<file path="src/rtl/lbg_pkg.sv">
// Types and constants shared by the LED bar gauge modules.
package lbg_pkg;

    localparam int LED_W      = 7;
    localparam int IDX_W      = 10;
    localparam int PERIOD_W   = 16;
    localparam int PHASE_W    = 16;
    localparam int COLOR_W    = 8;
    localparam int FILL_W     = 17;
    localparam int TIME_W     = 32;
    localparam int DIV_STEPS  = TIME_W + PHASE_W;
    localparam int STEP_W     = 6;
    localparam int POS_STEPS  = PHASE_W;
    localparam int POS_STEP_W = 4;

    localparam logic [FILL_W-1:0] FILL_FULL = FILL_W'(65536);

    localparam logic [2:0] REG_SEG_FIRST   = 3'd0;
    localparam logic [2:0] REG_SEG_FINAL   = 3'd1;
    localparam logic [2:0] REG_PERIOD      = 3'd2;
    localparam logic [2:0] REG_BRIGHT_LOW  = 3'd3;
    localparam logic [2:0] REG_BRIGHT_HIGH = 3'd4;

    typedef struct packed {
        logic [IDX_W-1:0]    seg_first;
        logic [IDX_W-1:0]    seg_final;
        logic [PERIOD_W-1:0] period;
        logic [COLOR_W-1:0]  bright_low;
        logic [COLOR_W-1:0]  bright_high;
    } cfg_t;

    // One frame as handed from the front end to the pixel engine.
    typedef struct packed {
        logic                forward;
        logic [IDX_W-1:0]    seg_first;
        logic [LED_W-1:0]    len;
        logic [LED_W-1:0]    lit;
        logic [PHASE_W-1:0]  phase;
        logic [COLOR_W-1:0]  red;
        logic [COLOR_W-1:0]  green;
        logic [COLOR_W-1:0]  blue;
        logic [COLOR_W-1:0]  bright_low;
        logic [COLOR_W-1:0]  span;
    } frame_t;

    localparam int QUEUE_DEPTH = 2;

    typedef enum logic [1:0] {
        FR_IDLE,
        FR_DIV,
        FR_PUSH
    } front_state_t;

    typedef enum logic [2:0] {
        BK_IDLE,
        BK_SETUP,
        BK_DIV,
        BK_WAVE,
        BK_BRIGHT,
        BK_EMIT
    } back_state_t;

endpackage

</file>
<file path="src/rtl/lbg_fifo.sv">
// Two-entry frame queue between the front end and the pixel engine.
module lbg_fifo (
    input  logic           clk,
    input  logic           rst_n,
    input  logic           push,
    input  lbg_pkg::frame_t wr_data,
    input  logic           pop,
    output lbg_pkg::frame_t rd_data,
    output logic           full,
    output logic           empty
);
    import lbg_pkg::*;

    frame_t     mem_reg [QUEUE_DEPTH];
    logic       wr_ptr_reg;
    logic       rd_ptr_reg;
    logic [1:0] cnt_reg;
    logic       wr_ptr_next;
    logic       rd_ptr_next;
    logic [1:0] cnt_next;

    always_comb
    begin
        wr_ptr_next = push ? ~wr_ptr_reg : wr_ptr_reg;
        rd_ptr_next = pop ? ~rd_ptr_reg : rd_ptr_reg;
        cnt_next    = cnt_reg;
        if (push && !pop)
        begin
            cnt_next = cnt_reg + 2'd1;
        end
        else if (pop && !push)
        begin
            cnt_next = cnt_reg - 2'd1;
        end
    end

    always_ff @(posedge clk or negedge rst_n)
    begin
        if (!rst_n)
        begin
            wr_ptr_reg <= 1'b0;
            rd_ptr_reg <= 1'b0;
            cnt_reg    <= 2'd0;
        end
        else
        begin
            wr_ptr_reg <= wr_ptr_next;
            rd_ptr_reg <= rd_ptr_next;
            cnt_reg    <= cnt_next;
        end
    end

    always_ff @(posedge clk)
    begin
        if (push)
        begin
            mem_reg[wr_ptr_reg] <= wr_data;
        end
    end

    assign rd_data = mem_reg[rd_ptr_reg];
    assign full    = (cnt_reg == 2'(QUEUE_DEPTH));
    assign empty   = (cnt_reg == 2'd0);

endmodule

</file>
<file path="src/rtl/lbg_front.sv">
// Front end: takes a frame request, sizes the segment and finds the wave phase.
module lbg_front #(
    parameter int MAX_LEDS = 64
) (
    input  logic                          clk,
    input  logic                          rst_n,
    input  logic                          start,
    output logic                          busy,
    input  logic [lbg_pkg::FILL_W-1:0]    fill_level,
    input  logic [lbg_pkg::TIME_W-1:0]    time_ms,
    input  logic [lbg_pkg::COLOR_W-1:0]   base_red,
    input  logic [lbg_pkg::COLOR_W-1:0]   base_green,
    input  logic [lbg_pkg::COLOR_W-1:0]   base_blue,
    input  lbg_pkg::cfg_t                 cfg,
    output lbg_pkg::frame_t               frame,
    output logic                          push,
    input  logic                          full
);
    import lbg_pkg::*;

    localparam logic [LED_W-1:0] MaxLen = LED_W'(MAX_LEDS);

    front_state_t                state_reg;
    front_state_t                state_next;
    frame_t                      frame_reg;
    frame_t                      frame_next;
    logic [PERIOD_W:0]           rem_reg;
    logic [PERIOD_W:0]           rem_next;
    logic [DIV_STEPS-1:0]        dvd_reg;
    logic [DIV_STEPS-1:0]        dvd_next;
    logic [PHASE_W-1:0]          quot_reg;
    logic [PHASE_W-1:0]          quot_next;
    logic [STEP_W-1:0]           step_reg;
    logic [STEP_W-1:0]           step_next;

    logic                        accept;
    logic                        forward;
    logic [IDX_W-1:0]            diff;
    logic [IDX_W:0]              len_raw;
    logic [LED_W-1:0]            len;
    logic [FILL_W-1:0]           fill_sat;
    logic [23:0]                 lit_sum;
    logic [7:0]                  lit_min;
    logic [LED_W-1:0]            lit;
    logic [COLOR_W-1:0]          span;
    logic [PERIOD_W:0]           trial;
    logic                        ge;

    assign accept  = start && (state_reg == FR_IDLE);
    assign forward = (cfg.seg_final >= cfg.seg_first);
    assign diff    = forward ? (cfg.seg_final - cfg.seg_first) : (cfg.seg_first - cfg.seg_final);
    assign len_raw = {1'b0, diff} + 11'd1;
    assign len     = (len_raw > 11'(MAX_LEDS)) ? MaxLen : len_raw[LED_W-1:0];

    // Lit count rounds to nearest, with at least one LED for any nonzero fill.
    assign fill_sat = (fill_level > FILL_FULL) ? FILL_FULL : fill_level;
    assign lit_sum  = 24'(fill_sat) * 24'(len) + 24'd32768;
    assign lit_min  = ((fill_sat != '0) && (lit_sum[23:16] == 8'd0)) ? 8'd1 : lit_sum[23:16];
    assign lit      = (lit_min > {1'b0, len}) ? len : lit_min[LED_W-1:0];
    assign span     = (cfg.bright_high > cfg.bright_low) ? (cfg.bright_high - cfg.bright_low)
                                                         : '0;

    // One restoring step of (time << 16) / period; the low 16 quotient bits
    // are the phase, the integer turns drop out.
    assign trial = {rem_reg[PERIOD_W-1:0], dvd_reg[DIV_STEPS-1]};
    assign ge    = (trial >= {1'b0, cfg.period});

    always_comb
    begin
        state_next = state_reg;
        unique case (state_reg)
            FR_IDLE:
            begin
                if (accept)
                begin
                    state_next = (cfg.period == '0) ? FR_PUSH : FR_DIV;
                end
            end
            FR_DIV:
            begin
                if (step_reg == STEP_W'(DIV_STEPS - 1))
                begin
                    state_next = FR_PUSH;
                end
            end
            FR_PUSH:
            begin
                if (!full)
                begin
                    state_next = FR_IDLE;
                end
            end
            default:
            begin
                state_next = FR_IDLE;
            end
        endcase
    end

    always_comb
    begin
        frame_next = frame_reg;
        rem_next   = rem_reg;
        dvd_next   = dvd_reg;
        quot_next  = quot_reg;
        step_next  = step_reg;
        unique case (state_reg)
            FR_IDLE:
            begin
                if (accept)
                begin
                    frame_next.forward    = forward;
                    frame_next.seg_first  = cfg.seg_first;
                    frame_next.len        = len;
                    frame_next.lit        = lit;
                    frame_next.phase      = '0;
                    frame_next.red        = base_red;
                    frame_next.green      = base_green;
                    frame_next.blue       = base_blue;
                    frame_next.bright_low = cfg.bright_low;
                    frame_next.span       = span;
                    rem_next              = '0;
                    dvd_next              = {time_ms, {PHASE_W{1'b0}}};
                    quot_next             = '0;
                    step_next             = '0;
                end
            end
            FR_DIV:
            begin
                rem_next  = ge ? (trial - {1'b0, cfg.period}) : trial;
                dvd_next  = {dvd_reg[DIV_STEPS-2:0], 1'b0};
                quot_next = {quot_reg[PHASE_W-2:0], ge};
                step_next = step_reg + STEP_W'(1);
            end
            FR_PUSH:
            begin
                frame_next.phase = quot_reg;
            end
            default:
            begin
                step_next = '0;
            end
        endcase
    end

    always_ff @(posedge clk or negedge rst_n)
    begin
        if (!rst_n)
        begin
            state_reg <= FR_IDLE;
        end
        else
        begin
            state_reg <= state_next;
        end
    end

    always_ff @(posedge clk)
    begin
        frame_reg <= frame_next;
        rem_reg   <= rem_next;
        dvd_reg   <= dvd_next;
        quot_reg  <= quot_next;
        step_reg  <= step_next;
    end

    always_comb
    begin
        frame       = frame_reg;
        frame.phase = quot_reg;
    end

    assign push = (state_reg == FR_PUSH) && !full;
    assign busy = (state_reg != FR_IDLE);

endmodule

</file>
<file path="src/rtl/lbg_back.sv">
// Pixel engine: walks the segment of one frame and emits one pixel word per LED.
module lbg_back (
    input  logic                          clk,
    input  logic                          rst_n,
    input  lbg_pkg::frame_t               frame,
    input  logic                          empty,
    output logic                          pop,
    output logic                          pixel_valid,
    output logic [lbg_pkg::IDX_W-1:0]     led_index,
    output logic [lbg_pkg::COLOR_W-1:0]   pixel_red,
    output logic [lbg_pkg::COLOR_W-1:0]   pixel_green,
    output logic [lbg_pkg::COLOR_W-1:0]   pixel_blue,
    output logic                          last_pixel
);
    import lbg_pkg::*;

    back_state_t             state_reg;
    back_state_t             state_next;
    frame_t                  desc_reg;
    frame_t                  desc_next;
    logic [LED_W-1:0]        idx_reg;
    logic [LED_W-1:0]        idx_next;
    logic [LED_W-1:0]        rem_reg;
    logic [LED_W-1:0]        rem_next;
    logic [PHASE_W-1:0]      quot_reg;
    logic [PHASE_W-1:0]      quot_next;
    logic [POS_STEP_W-1:0]   step_reg;
    logic [POS_STEP_W-1:0]   step_next;
    logic [PHASE_W:0]        w2_reg;
    logic [PHASE_W:0]        w2_next;
    logic [COLOR_W-1:0]      bright_reg;
    logic [COLOR_W-1:0]      bright_next;
    logic                    valid_reg;
    logic                    valid_next;
    logic [IDX_W-1:0]        index_reg;
    logic [IDX_W-1:0]        index_next;
    logic [COLOR_W-1:0]      red_reg;
    logic [COLOR_W-1:0]      red_next;
    logic [COLOR_W-1:0]      green_reg;
    logic [COLOR_W-1:0]      green_next;
    logic [COLOR_W-1:0]      blue_reg;
    logic [COLOR_W-1:0]      blue_next;
    logic                    last_reg;
    logic                    last_next;

    logic                    lit_px;
    logic                    last_px;
    logic [LED_W:0]          trial;
    logic [LED_W:0]          trial_sub;
    logic                    ge;
    logic [PHASE_W-1:0]      x;
    logic [PHASE_W:0]        neg;
    logic [PHASE_W:0]        wave;
    logic [2*PHASE_W+1:0]    wave_sq;
    logic [24:0]             bright_prod;
    logic [9:0]              bright_sum;

    // Nonzero channels stay nonzero as long as the brightness is nonzero.
    function automatic logic [COLOR_W-1:0] video_scale(
        input logic [COLOR_W-1:0] c,
        input logic [COLOR_W-1:0] b
    );
        logic [2*COLOR_W-1:0] prod;
        prod = c * b;
        if (c == '0)
        begin
            return '0;
        end
        return prod[2*COLOR_W-1:COLOR_W] + COLOR_W'(b != '0);
    endfunction

    assign lit_px  = (idx_reg < desc_reg.lit);
    assign last_px = ((idx_reg + LED_W'(1)) == desc_reg.len);

    // Position i/lit in Q16: remainder starts at i, which is below lit.
    assign trial     = {rem_reg, 1'b0};
    assign trial_sub = trial - {1'b0, desc_reg.lit};
    assign ge        = (trial >= {1'b0, desc_reg.lit});

    // Triangle 65536 - |2x - 65536| folded into two cases on the top bit of x.
    assign x       = quot_reg - desc_reg.phase;
    assign neg     = 17'h10000 - {1'b0, x};
    assign wave    = x[PHASE_W-1] ? {neg[PHASE_W-1:0], 1'b0} : {x, 1'b0};
    assign wave_sq = wave * wave;

    assign bright_prod = w2_reg * desc_reg.span;
    assign bright_sum  = 10'(desc_reg.bright_low) + 10'(bright_prod[24:16]);

    always_comb
    begin
        state_next = state_reg;
        unique case (state_reg)
            BK_IDLE:
            begin
                if (!empty)
                begin
                    state_next = BK_SETUP;
                end
            end
            BK_SETUP:
            begin
                state_next = lit_px ? BK_DIV : BK_EMIT;
            end
            BK_DIV:
            begin
                if (step_reg == POS_STEP_W'(POS_STEPS - 1))
                begin
                    state_next = BK_WAVE;
                end
            end
            BK_WAVE:
            begin
                state_next = BK_BRIGHT;
            end
            BK_BRIGHT:
            begin
                state_next = BK_EMIT;
            end
            BK_EMIT:
            begin
                state_next = last_px ? BK_IDLE : BK_SETUP;
            end
            default:
            begin
                state_next = BK_IDLE;
            end
        endcase
    end

    always_comb
    begin
        desc_next   = desc_reg;
        idx_next    = idx_reg;
        rem_next    = rem_reg;
        quot_next   = quot_reg;
        step_next   = step_reg;
        w2_next     = w2_reg;
        bright_next = bright_reg;
        valid_next  = 1'b0;
        index_next  = index_reg;
        red_next    = red_reg;
        green_next  = green_reg;
        blue_next   = blue_reg;
        last_next   = last_reg;
        pop         = 1'b0;
        unique case (state_reg)
            BK_IDLE:
            begin
                if (!empty)
                begin
                    pop       = 1'b1;
                    desc_next = frame;
                    idx_next  = '0;
                end
            end
            BK_SETUP:
            begin
                rem_next  = idx_reg;
                quot_next = '0;
                step_next = '0;
            end
            BK_DIV:
            begin
                rem_next  = ge ? trial_sub[LED_W-1:0] : trial[LED_W-1:0];
                quot_next = {quot_reg[PHASE_W-2:0], ge};
                step_next = step_reg + POS_STEP_W'(1);
            end
            BK_WAVE:
            begin
                w2_next = wave_sq[2*PHASE_W:PHASE_W];
            end
            BK_BRIGHT:
            begin
                bright_next = (bright_sum > 10'd255) ? 8'd255 : bright_sum[COLOR_W-1:0];
            end
            BK_EMIT:
            begin
                valid_next = 1'b1;
                index_next = desc_reg.forward ? (desc_reg.seg_first + IDX_W'(idx_reg))
                                              : (desc_reg.seg_first - IDX_W'(idx_reg));
                red_next   = lit_px ? video_scale(desc_reg.red, bright_reg) : '0;
                green_next = lit_px ? video_scale(desc_reg.green, bright_reg) : '0;
                blue_next  = lit_px ? video_scale(desc_reg.blue, bright_reg) : '0;
                last_next  = last_px;
                idx_next   = idx_reg + LED_W'(1);
            end
            default:
            begin
                valid_next = 1'b0;
            end
        endcase
    end

    always_ff @(posedge clk or negedge rst_n)
    begin
        if (!rst_n)
        begin
            state_reg <= BK_IDLE;
            valid_reg <= 1'b0;
        end
        else
        begin
            state_reg <= state_next;
            valid_reg <= valid_next;
        end
    end

    always_ff @(posedge clk)
    begin
        desc_reg   <= desc_next;
        idx_reg    <= idx_next;
        rem_reg    <= rem_next;
        quot_reg   <= quot_next;
        step_reg   <= step_next;
        w2_reg     <= w2_next;
        bright_reg <= bright_next;
        index_reg  <= index_next;
        red_reg    <= red_next;
        green_reg  <= green_next;
        blue_reg   <= blue_next;
        last_reg   <= last_next;
    end

    assign pixel_valid = valid_reg;
    assign led_index   = index_reg;
    assign pixel_red   = red_reg;
    assign pixel_green = green_reg;
    assign pixel_blue  = blue_reg;
    assign last_pixel  = last_reg;

endmodule

</file>
<file path="src/rtl/led_bar_gauge_wave_fill_core.sv">
// Top level of the LED bar gauge with a travelling brightness wave.
//
// A frame request (fill_level, time_ms, base colour) is taken at a clock edge
// where start is high and busy is low. The block then emits one pixel word per
// LED of the configured segment (MAX_LEDS at most), in segment order, each on
// the result ports for one cycle with pixel_valid high; last_pixel marks the
// final word. The receiver cannot hold words off, so none is ever stalled.
// The front end holds busy after a request while it works out the wave phase
// bit by bit (48 steps of one divider) and until the frame goes into the
// queue, which waits while the queue is full; a zero period skips the
// divider. A two-frame queue sits between front end and pixel engine, so the
// next request is taken while pixels still go out.
// For each frame the pixel engine pops the queue, then for each lit LED runs
// setup, the position divider (one quotient bit a step), the wave and the
// brightness steps and emit, and for a dark LED only setup and emit.
// Configuration registers sit on the APB port at byte address 4*index; pready
// is always high. Reset clears the control state and loads the register
// defaults; no frame is in flight after reset.
module led_bar_gauge_wave_fill_core #(
    parameter int MAX_LEDS = 64
) (
    input  logic                          clk,
    input  logic                          rst_n,
    input  logic                          start,
    output logic                          busy,
    input  logic [lbg_pkg::FILL_W-1:0]    fill_level,
    input  logic [lbg_pkg::TIME_W-1:0]    time_ms,
    input  logic [lbg_pkg::COLOR_W-1:0]   base_red,
    input  logic [lbg_pkg::COLOR_W-1:0]   base_green,
    input  logic [lbg_pkg::COLOR_W-1:0]   base_blue,
    output logic                          pixel_valid,
    output logic [lbg_pkg::IDX_W-1:0]     led_index,
    output logic [lbg_pkg::COLOR_W-1:0]   pixel_red,
    output logic [lbg_pkg::COLOR_W-1:0]   pixel_green,
    output logic [lbg_pkg::COLOR_W-1:0]   pixel_blue,
    output logic                          last_pixel,
    input  logic                          psel,
    input  logic                          penable,
    input  logic                          pwrite,
    input  logic [4:0]                    paddr,
    input  logic [31:0]                   pwdata,
    output logic [31:0]                   prdata,
    output logic                          pready
);
    import lbg_pkg::*;

    cfg_t   cfg_reg;
    cfg_t   cfg_next;
    logic   wr_en;
    frame_t front_frame;
    frame_t queue_frame;
    logic   queue_push;
    logic   queue_pop;
    logic   queue_full;
    logic   queue_empty;

    assign pready = 1'b1;
    assign wr_en  = psel && penable && pwrite;

    always_comb
    begin
        cfg_next = cfg_reg;
        if (wr_en)
        begin
            unique case (paddr[4:2])
                REG_SEG_FIRST:   cfg_next.seg_first   = pwdata[IDX_W-1:0];
                REG_SEG_FINAL:   cfg_next.seg_final   = pwdata[IDX_W-1:0];
                REG_PERIOD:      cfg_next.period      = pwdata[PERIOD_W-1:0];
                REG_BRIGHT_LOW:  cfg_next.bright_low  = pwdata[COLOR_W-1:0];
                REG_BRIGHT_HIGH: cfg_next.bright_high = pwdata[COLOR_W-1:0];
                default:         cfg_next             = cfg_reg;
            endcase
        end
    end

    always_ff @(posedge clk or negedge rst_n)
    begin
        if (!rst_n)
        begin
            cfg_reg.seg_first   <= IDX_W'(0);
            cfg_reg.seg_final   <= IDX_W'(15);
            cfg_reg.period      <= PERIOD_W'(1000);
            cfg_reg.bright_low  <= COLOR_W'(20);
            cfg_reg.bright_high <= COLOR_W'(255);
        end
        else
        begin
            cfg_reg <= cfg_next;
        end
    end

    always_comb
    begin
        unique case (paddr[4:2])
            REG_SEG_FIRST:   prdata = 32'(cfg_reg.seg_first);
            REG_SEG_FINAL:   prdata = 32'(cfg_reg.seg_final);
            REG_PERIOD:      prdata = 32'(cfg_reg.period);
            REG_BRIGHT_LOW:  prdata = 32'(cfg_reg.bright_low);
            REG_BRIGHT_HIGH: prdata = 32'(cfg_reg.bright_high);
            default:         prdata = '0;
        endcase
    end

    lbg_front #(
        .MAX_LEDS (MAX_LEDS)
    ) u_front (
        .clk        (clk),
        .rst_n      (rst_n),
        .start      (start),
        .busy       (busy),
        .fill_level (fill_level),
        .time_ms    (time_ms),
        .base_red   (base_red),
        .base_green (base_green),
        .base_blue  (base_blue),
        .cfg        (cfg_reg),
        .frame      (front_frame),
        .push       (queue_push),
        .full       (queue_full)
    );

    lbg_fifo u_fifo (
        .clk     (clk),
        .rst_n   (rst_n),
        .push    (queue_push),
        .wr_data (front_frame),
        .pop     (queue_pop),
        .rd_data (queue_frame),
        .full    (queue_full),
        .empty   (queue_empty)
    );

    lbg_back u_back (
        .clk         (clk),
        .rst_n       (rst_n),
        .frame       (queue_frame),
        .empty       (queue_empty),
        .pop         (queue_pop),
        .pixel_valid (pixel_valid),
        .led_index   (led_index),
        .pixel_red   (pixel_red),
        .pixel_green (pixel_green),
        .pixel_blue  (pixel_blue),
        .last_pixel  (last_pixel)
    );

endmodule

</file>
<file path="config.mk">
export PLATFORM = sky130hd
export DESIGN_NAME = led_bar_gauge_wave_fill_core
export DESIGN_NICKNAME = d
export VERILOG_FILES = /design/src/rtl/lbg_pkg.sv /design/src/rtl/lbg_fifo.sv /design/src/rtl/lbg_front.sv /design/src/rtl/lbg_back.sv /design/src/rtl/led_bar_gauge_wave_fill_core.sv
export SDC_FILE = /design/constraint.sdc
export NUM_CORES = 2
export LEC_CHECK = 0
export ABC_AREA = 1
export BUFFER_PORTS_ARGS = -buffer_cell sky130_fd_sc_hd__buf_2
export CAP_MARGIN = 10
export CORE_MARGIN = 2
export CORE_UTILIZATION = 65
export CTS_CLUSTER_DIAMETER = 80
export DETAILED_ROUTE_END_ITERATION = 10
export PLACE_DENSITY = 0.82
export SYNTH_ARGS = -nofsm -noshare
export SYNTH_HDL_FRONTEND = slang
export SYNTH_HIERARCHICAL = 1
export SYNTH_SLANG_ARGS = --single-unit
</file>
<file path="constraint.sdc">
create_clock -name clk -period 12.1 [get_ports clk]
set_clock_uncertainty 0.2 [all_clocks]
set_input_delay 1.21 -clock clk [delete_from_list [all_inputs] [get_ports clk]]
set_output_delay 1.21 -clock clk [all_outputs]
set_load 0.1 [all_outputs]
</file>
; Word-level counts from Yosys, hierarchy flattened
; Memories as Yosys holds them, arrays and structs flattened. A register that Yosys moved wholly into a read port is not among the register bits.
; Cells that the tools add are included.
[op_classes]
mul = 6
order_cmp = 9
reduce_logical = 38
n_eq_ne = 20
muxes = 52
n_bitwise = 4
add_sub_neg = 20
[ops]
columns = op, n
row1 = $pmux W16 S2, 3
row2 = $pmux W48 S2, 1
row3 = $pmux W16 S5, 1
row4 = $mux W8, 7
row5 = $mul A8 B8 Y16, 3
row6 = $mux W16, 3
row7 = $mux W48, 1
row8 = $mux W17, 2
row9 = $mul A17 B17 Y33, 1
row10 = $logic_not A8 Y1, 4
row11 = $sub A16 B16 Y16, 2
row12 = $mux W7, 4
row13 = $pmux W7 S2, 2
row14 = $mul A17 B8 Y25, 1
row15 = $add A24 B16 Y24 const B, 1
row16 = $add A8 B1 Y8, 3
row17 = $mul A17 B7 Y24, 1
row18 = $reduce_and A2 Y1, 11
row19 = $mux W10, 2
row20 = $sub A10 B10 Y10, 2
row21 = $pmux W3 S6, 1
row22 = $pmux W6 S3, 1
row23 = $ge A17 B16 Y1, 1
row24 = $gt A17 B17 Y1 const B, 1
row25 = other kinds (45), 90
[totals]
n_memories = 1
ram_bits = 162
inputBits = 116
reg_bits = 307
[mem_list]
columns = memory, words, word_bits, read_ports, rd_ports_with_merged_regs, wr, line
row1 = u_fifo.mem_reg, 2, 81, 1, 1, 1, lbg_fifo.sv:14  ; frame_t mem_reg [QUEUE_DEPTH];

; Depth between registers and ports, before layout
[depth]
ltp_word = 12
depth_mapped = 53
depth_no_buf = 53

; Cells and area by module
; Netlist, hierarchy kept.
[modules_own_cells]
columns = module, area_per_inst_um2, cells_each, seq_area_each_um2, n_inst
row1 = lbg_back, 26944.6, 3264, 5355.1, 1
row2 = lbg_front, 11524.8, 1357, 4103.9, 1
row3 = lbg_fifo, 6451.2, 277, 4964.8, 1
row4 = led_bar_gauge_wave_fill_core, 2803.9, 358, 1326.3, 1

; Worst setup path before layout
; Ideal clock, no wire load.
[synth_path]
path_kind = register to register
startpoint = reg cfg_reg[35] (netlist name)
endpoint = reg u_front.frame_reg (netlist bit u_front/frame[58]), data pin
arrival_ns = 7.521
required_time_ns = 11.636
setup_slack_ns = 4.115
path_stages_with_launch = 49
setup_ns = 0.264
path_cell_list = dfstp_2 -> inv_1 -> ha_1 -> nand2_1 -> inv_1 -> nand3_1 -> nand3_2 -> nand2_1 -> nand2_8 -> mux2i_1 -> xor2_1 -> nor2_1 -> inv_1 -> nor2_1 -> xor2_1 -> nand2_1 -> clkbuf_1 -> nor2_1 -> [... 13 more ...] -> nand2_1 -> nand2_1 -> nor2_1 -> nand3_1 -> nor2_1 -> nand3_1 -> nand2_1 -> inv_1 -> ha_1 -> o21bai_1 -> nand3_1 -> a21o_1 -> a21oi_1 -> o32ai_1 -> nand3_4 -> inv_2 -> nand2_1 -> o21ai_1
[synth_via]
elab_chain_len = 12
word_cells_on_any_way = 14
cone_classes = add/sub (4) / mul (1) / order compare (3) / mux (4) / reduce/logical (2)
[synth_lines]
columns = element, line
row1 = from (decl), led_bar_gauge_wave_fill_core.sv:47  ; cfg_t cfg_reg;
row2 = from (signal assigned), led_bar_gauge_wave_fill_core.sv:88  ; cfg_reg <= cfg_next;
row3 = $ge A10 B10 Y1 (*), lbg_front.sv:50  ; assign forward = (cfg.seg_final >= cfg.seg_first);
row4 = via u_front.forward, lbg_front.sv:37  ; logic forward;
row5 = $mux W10 (*), lbg_front.sv:51  ; assign diff = forward ? (cfg.seg_final - cfg.seg_first) : (cfg.seg_first - cfg.seg_final);
row6 = $add A10 B1 Y11 (*), lbg_front.sv:52  ; assign len_raw = {1'b0, diff} + 11'd1;
row7 = $gt A11 B7 Y1, lbg_front.sv:53  ; assign len = (len_raw > 11'(MAX_LEDS)) ? MaxLen : len_raw[LED_W-1:0];
row8 = $mux W7 (*), lbg_front.sv:53
row9 = $mul A17 B7 Y24, lbg_front.sv:57  ; assign lit_sum = 24'(fill_sat) * 24'(len) + 24'd32768;
row10 = $add A24 B16 Y24, lbg_front.sv:57
row11 = $logic_not A8 Y1, lbg_front.sv:58  ; assign lit_min = ((fill_sat != '0) && (lit_sum[23:16] == 8'd0)) ? 8'd1 : lit_sum[23:16];
row12 = $logic_and A1 B1 Y1, lbg_front.sv:58
row13 = $mux W8, lbg_front.sv:58
row14 = $gt A8 B7 Y1, lbg_front.sv:59  ; assign lit = (lit_min > {1'b0, len}) ? len : lit_min[LED_W-1:0];
row15 = $mux W7 (*), lbg_front.sv:59
row16 = via u_front.lit[2], lbg_front.sv:44  ; logic [LED_W-1:0] lit;
row17 = to (signal assigned), lbg_front.sv:160  ; frame_reg <= frame_next;
row18 = to (decl), lbg_front.sv:25  ; frame_t frame_reg;
; Mark *: on every way through the listed nets, which the timed path passes. The rest lies on a longest branch.
; A chain may end at the register's enable or synchronous reset.

; Worst setup path after layout
[layout_path]
startpoint = reg cfg_reg[32] (netlist name)
endpoint = reg u_front.frame_reg (netlist bit u_front/frame[60]), data pin
[layout_via]
elab_chain_len = 12
word_cells_on_any_way = 14
cone_classes = add/sub (4) / mul (1) / order compare (3) / mux (4) / reduce/logical (2)
[layout_lines]
columns = element, line
row1 = $ge A10 B10 Y1 (*), lbg_front.sv:50
row2 = via u_front.forward, lbg_front.sv:37
row3 = $mux W10 (*), lbg_front.sv:51
row4 = $add A10 B1 Y11 (*), lbg_front.sv:52
row5 = $gt A11 B7 Y1, lbg_front.sv:53
row6 = $mux W7 (*), lbg_front.sv:53
row7 = via u_front.len[5], lbg_front.sv:40  ; logic [LED_W-1:0] len;
row8 = $mul A17 B7 Y24, lbg_front.sv:57
row9 = $add A24 B16 Y24, lbg_front.sv:57
row10 = $logic_not A8 Y1, lbg_front.sv:58
row11 = $logic_and A1 B1 Y1, lbg_front.sv:58
row12 = $mux W8, lbg_front.sv:58
row13 = $gt A8 B7 Y1, lbg_front.sv:59
row14 = $mux W7 (*), lbg_front.sv:59
row15 = via u_front.lit[4], lbg_front.sv:44
; Marked as above.

==> impl_results.md <==
- Period utilisation layout: approximately four fifths
- Max frequency: roughly 0.10 GHz
- Cell Pwr Density: 102.9 mW/mm²
- Io pins: 186
- Post-DP HPWL: about 80,000 µm
- Largest register FFs: around 160
- CTS tree: done
- Max clock buf depth: 3
- Grt total ovfl: 0
- VDD IR-drop max: 0.1445 mV
- Filler cells: between 5,000 and 6,000
- Core area: 0.07283 mm²
- Vias per cell: 5.495
- Mux cell area share after synthesis: 2.554%
- Row count: a little under 100
- Clk sinks: roughly 530
- Commonest cells after routing, fill and taps aside: nand2_1, inv_1, edfxtp_1
- Routed WL: roughly 110,000 µm
- Total CTS buffers: 57
- Status: complete, no violations
- Reg2reg start: cfg_reg[32]
- Post-Layout Cell Count: 6,355
- CP max stage delay: 620 ps
- DIE AREA: roughly 0.076 mm²
- R2r setup slk: around 2200 ps
- Post-synthesis compound-gate area fraction: between 5 and 6%
- CP Max Fanout: 20
- Final core occ: approximately 70%
- Crit Path Category: register to register
- Mapped Area: about 0.048 mm²
- Req. time, crit path: between 10,000 and 15,000 ps
- Hold Buf Count CTS: 0
- Post-synth top flop: edfxtp_1
- Post-synthesis cell count: 5,256
- Hold wc startpoint: u_front/frame[67]
- Synth Area in XOR/XNOR: 2.082%
- Simple-Gate Fraction of Synth Area: between 15 and 20%
- Asr flop ratio synth: a little under an eighth
- Final Setup Violations: 0
- Clock-pin slew of the registers on the worst-case setup and hold paths: 70 ps
- Worst R2R End: u_front/frame[60]
- Hold EP: u_fifo/mem_reg[0][67]
- Clk_lat worst skew: between 600 and 700 ps
- Fin area: 0.05111 mm²
- Setup WS post-layout: ~2200 ps
- Post_cts resized: 0
- Max_cap viols: 0
- Dpl ws: roughly 2400 ps
- # port buffers: 150
- Wire per inst: ~17 µm
- Postcts setup bufs: 0
- Largest net degree at the start of global routing: 68
- Number of global-route vias before repair: 35,720
- Register bit total from synthesis: roughly 530
- First-pass GRT wire length: 174,200 µm
- Worst Setup End Kind: register
- Worst-Margin Slew: around 1200 ps
- DRC Markers: 0
- Final nets: roughly 6,300
- Clock Root Buffer: clkbuf_16
- Seq/Total Area, Yosys: about a third
- Remaining antenna violation count after routing: 0
- Mean post-synth cell area: a little over 9 µm²
- Initial Util: between 60 and 70%
- CP most frequent cell: nand2_1
- Worst Path Arrival: about 10,000 ps
- Synthesis warning total: 6
- Post-Place Cells: 6,245
- Synth cell types: 79
- Vias: approximately 35,000
- Leakage: roughly 26 nW
- Initial antenna violation count: 2
- Number of DRC markers in iteration 0: approximately 2,500
- GP Congestion: between 0.9 and 1
- Crit path max-delay cell type: a2111oi_0
- Tmin final: a little under 10,000 ps
- Reg area: around 0.016 mm²
- Post-synth EDFFs: between 400 and 500
- Placed inst area: slightly below 0.05 mm²
- Fraction of layout cells with a size suffix above 1: 9.158%
- Post-Route Setup TNS: 0 ps
- H-tree depth: 2
- Commonest non-fill, non-tap cell in the layout: nand2_1
- R2R cell count: 51
- Largest family of logic cells by synthesized area: adder cells
- Worst hold path depth: 0
- Die Y: ~270 µm
- Die Wd: 275.0 µm
- Final hold viol count: 0
- Layout area overhead: 7.094%
- Area of the multi-input gates: around 0.027 mm²
- Crit start category: register
- DR pass1 iterations: 6
- All-Layer GR Usage: between 20% and 30%
- Area share of fa/ha/maj cells after synthesis: 29.09%
- Count of pins over their slew limit: 0
- Unrepaired setup endpoints after global routing: no
- Hold Crit Class: register to register
- Max-slew headroom: 22.43%
[power by group]
part           switching, mW  leakage (nW)  total, mW  internal, mW
clock network          0.772         0.998       1.88          1.11
logic                  0.813          19.8       1.24         0.425
registers             0.0523          5.14       2.14          2.09
total                   1.64          25.9       5.26          3.63
[worst max path at each step]
stage	startpoint	to	slack, ps	cells past startpoint
5_1_grt	cfg_reg[43]	u_front/frame[60]	1460	49
2_1_floorplan	cfg_reg[35]	u_front/frame[58]	4120	48
3_3_place_gp	cfg_reg[32]	u_front/frame[60]	2480	51
4_1_cts	cfg_reg[32]	u_front/frame[58]	2290	51
6_report	cfg_reg[32]	u_front/frame[60]	2210	51
3_5_place_dp	cfg_reg[32]	u_front/frame[60]	2360	51
[worst max-delay path, delay by kind of cell (launching register included)]
family	cells	cell delay [ps]
buf+inv	11	1380
flops	1	560
mux	1	230
fa+ha+maj	8	2810
compound gates	7	1340
simple gates	23	2940
xor+xnor	1	110
[cells by family after synthesis]
logic type,after synthesis
and+or+nand+nor,1920
xor gates and xnor gates,107
buffers and inverters,1301
AOI/OAI and AO/OA,462
adders and majority gates,846
other,4
DFF,534
muxes,82
[stage by stage]
stage,hold WS [ps],power [mW]
floorplan,221.5,3.101
global placement,221.6,3.347
detailed placement,229.6,3.386
CTS,243.9,5.278
global route,256.6,5.525
finish,244.8,5.262
[Yosys cell counts, types with 16 or more instances]
cell	count	area share, %
nand2_1	1117	8.8
inv_1	1110	8.7
edfxtp_1	472	30
nor2_1	444	3.5
fa_1	439	18
ha_1	407	11
a21oi_1	194	2.0
nand3_1	150	1.6
o21ai_0	144	1.5
clkbuf_1	89	0.70
mux2_4	79	2.5
xor2_1	60	1.1
nand4_1	49	0.64
dfrtp_1	42	2.2
xnor2_1	41	0.75
nor3_1	38	0.40
o21ai_1	32	0.34
buf_4	24	0.38
inv_2	23	0.18
nand2_2	23	0.30
buf_2	20	0.21
dfstp_2	20	1.1
nor4_1	19	0.25
nor2_2	16	0.21
[metal layers]
layer	track usage (%)	share of wire, %
met2	49.84	50
met4	10.51	3.4
met5	0	0.012
met3	3.299	6.1
met1	36.89	40
[final cells by class]
type,count,share of cell area [%]
Inverter,1139,8.382
Timing Repair Buffer,168,1.733
Sequential cell,534,30.82
Multi-Input combinational cell,3445,52.65
Tap cell,959,2.348
Antenna cell,2,0.009792
Clock buffer,63,2.894
Clock inverter,45,1.160
(Power assumes the default switching activity.)
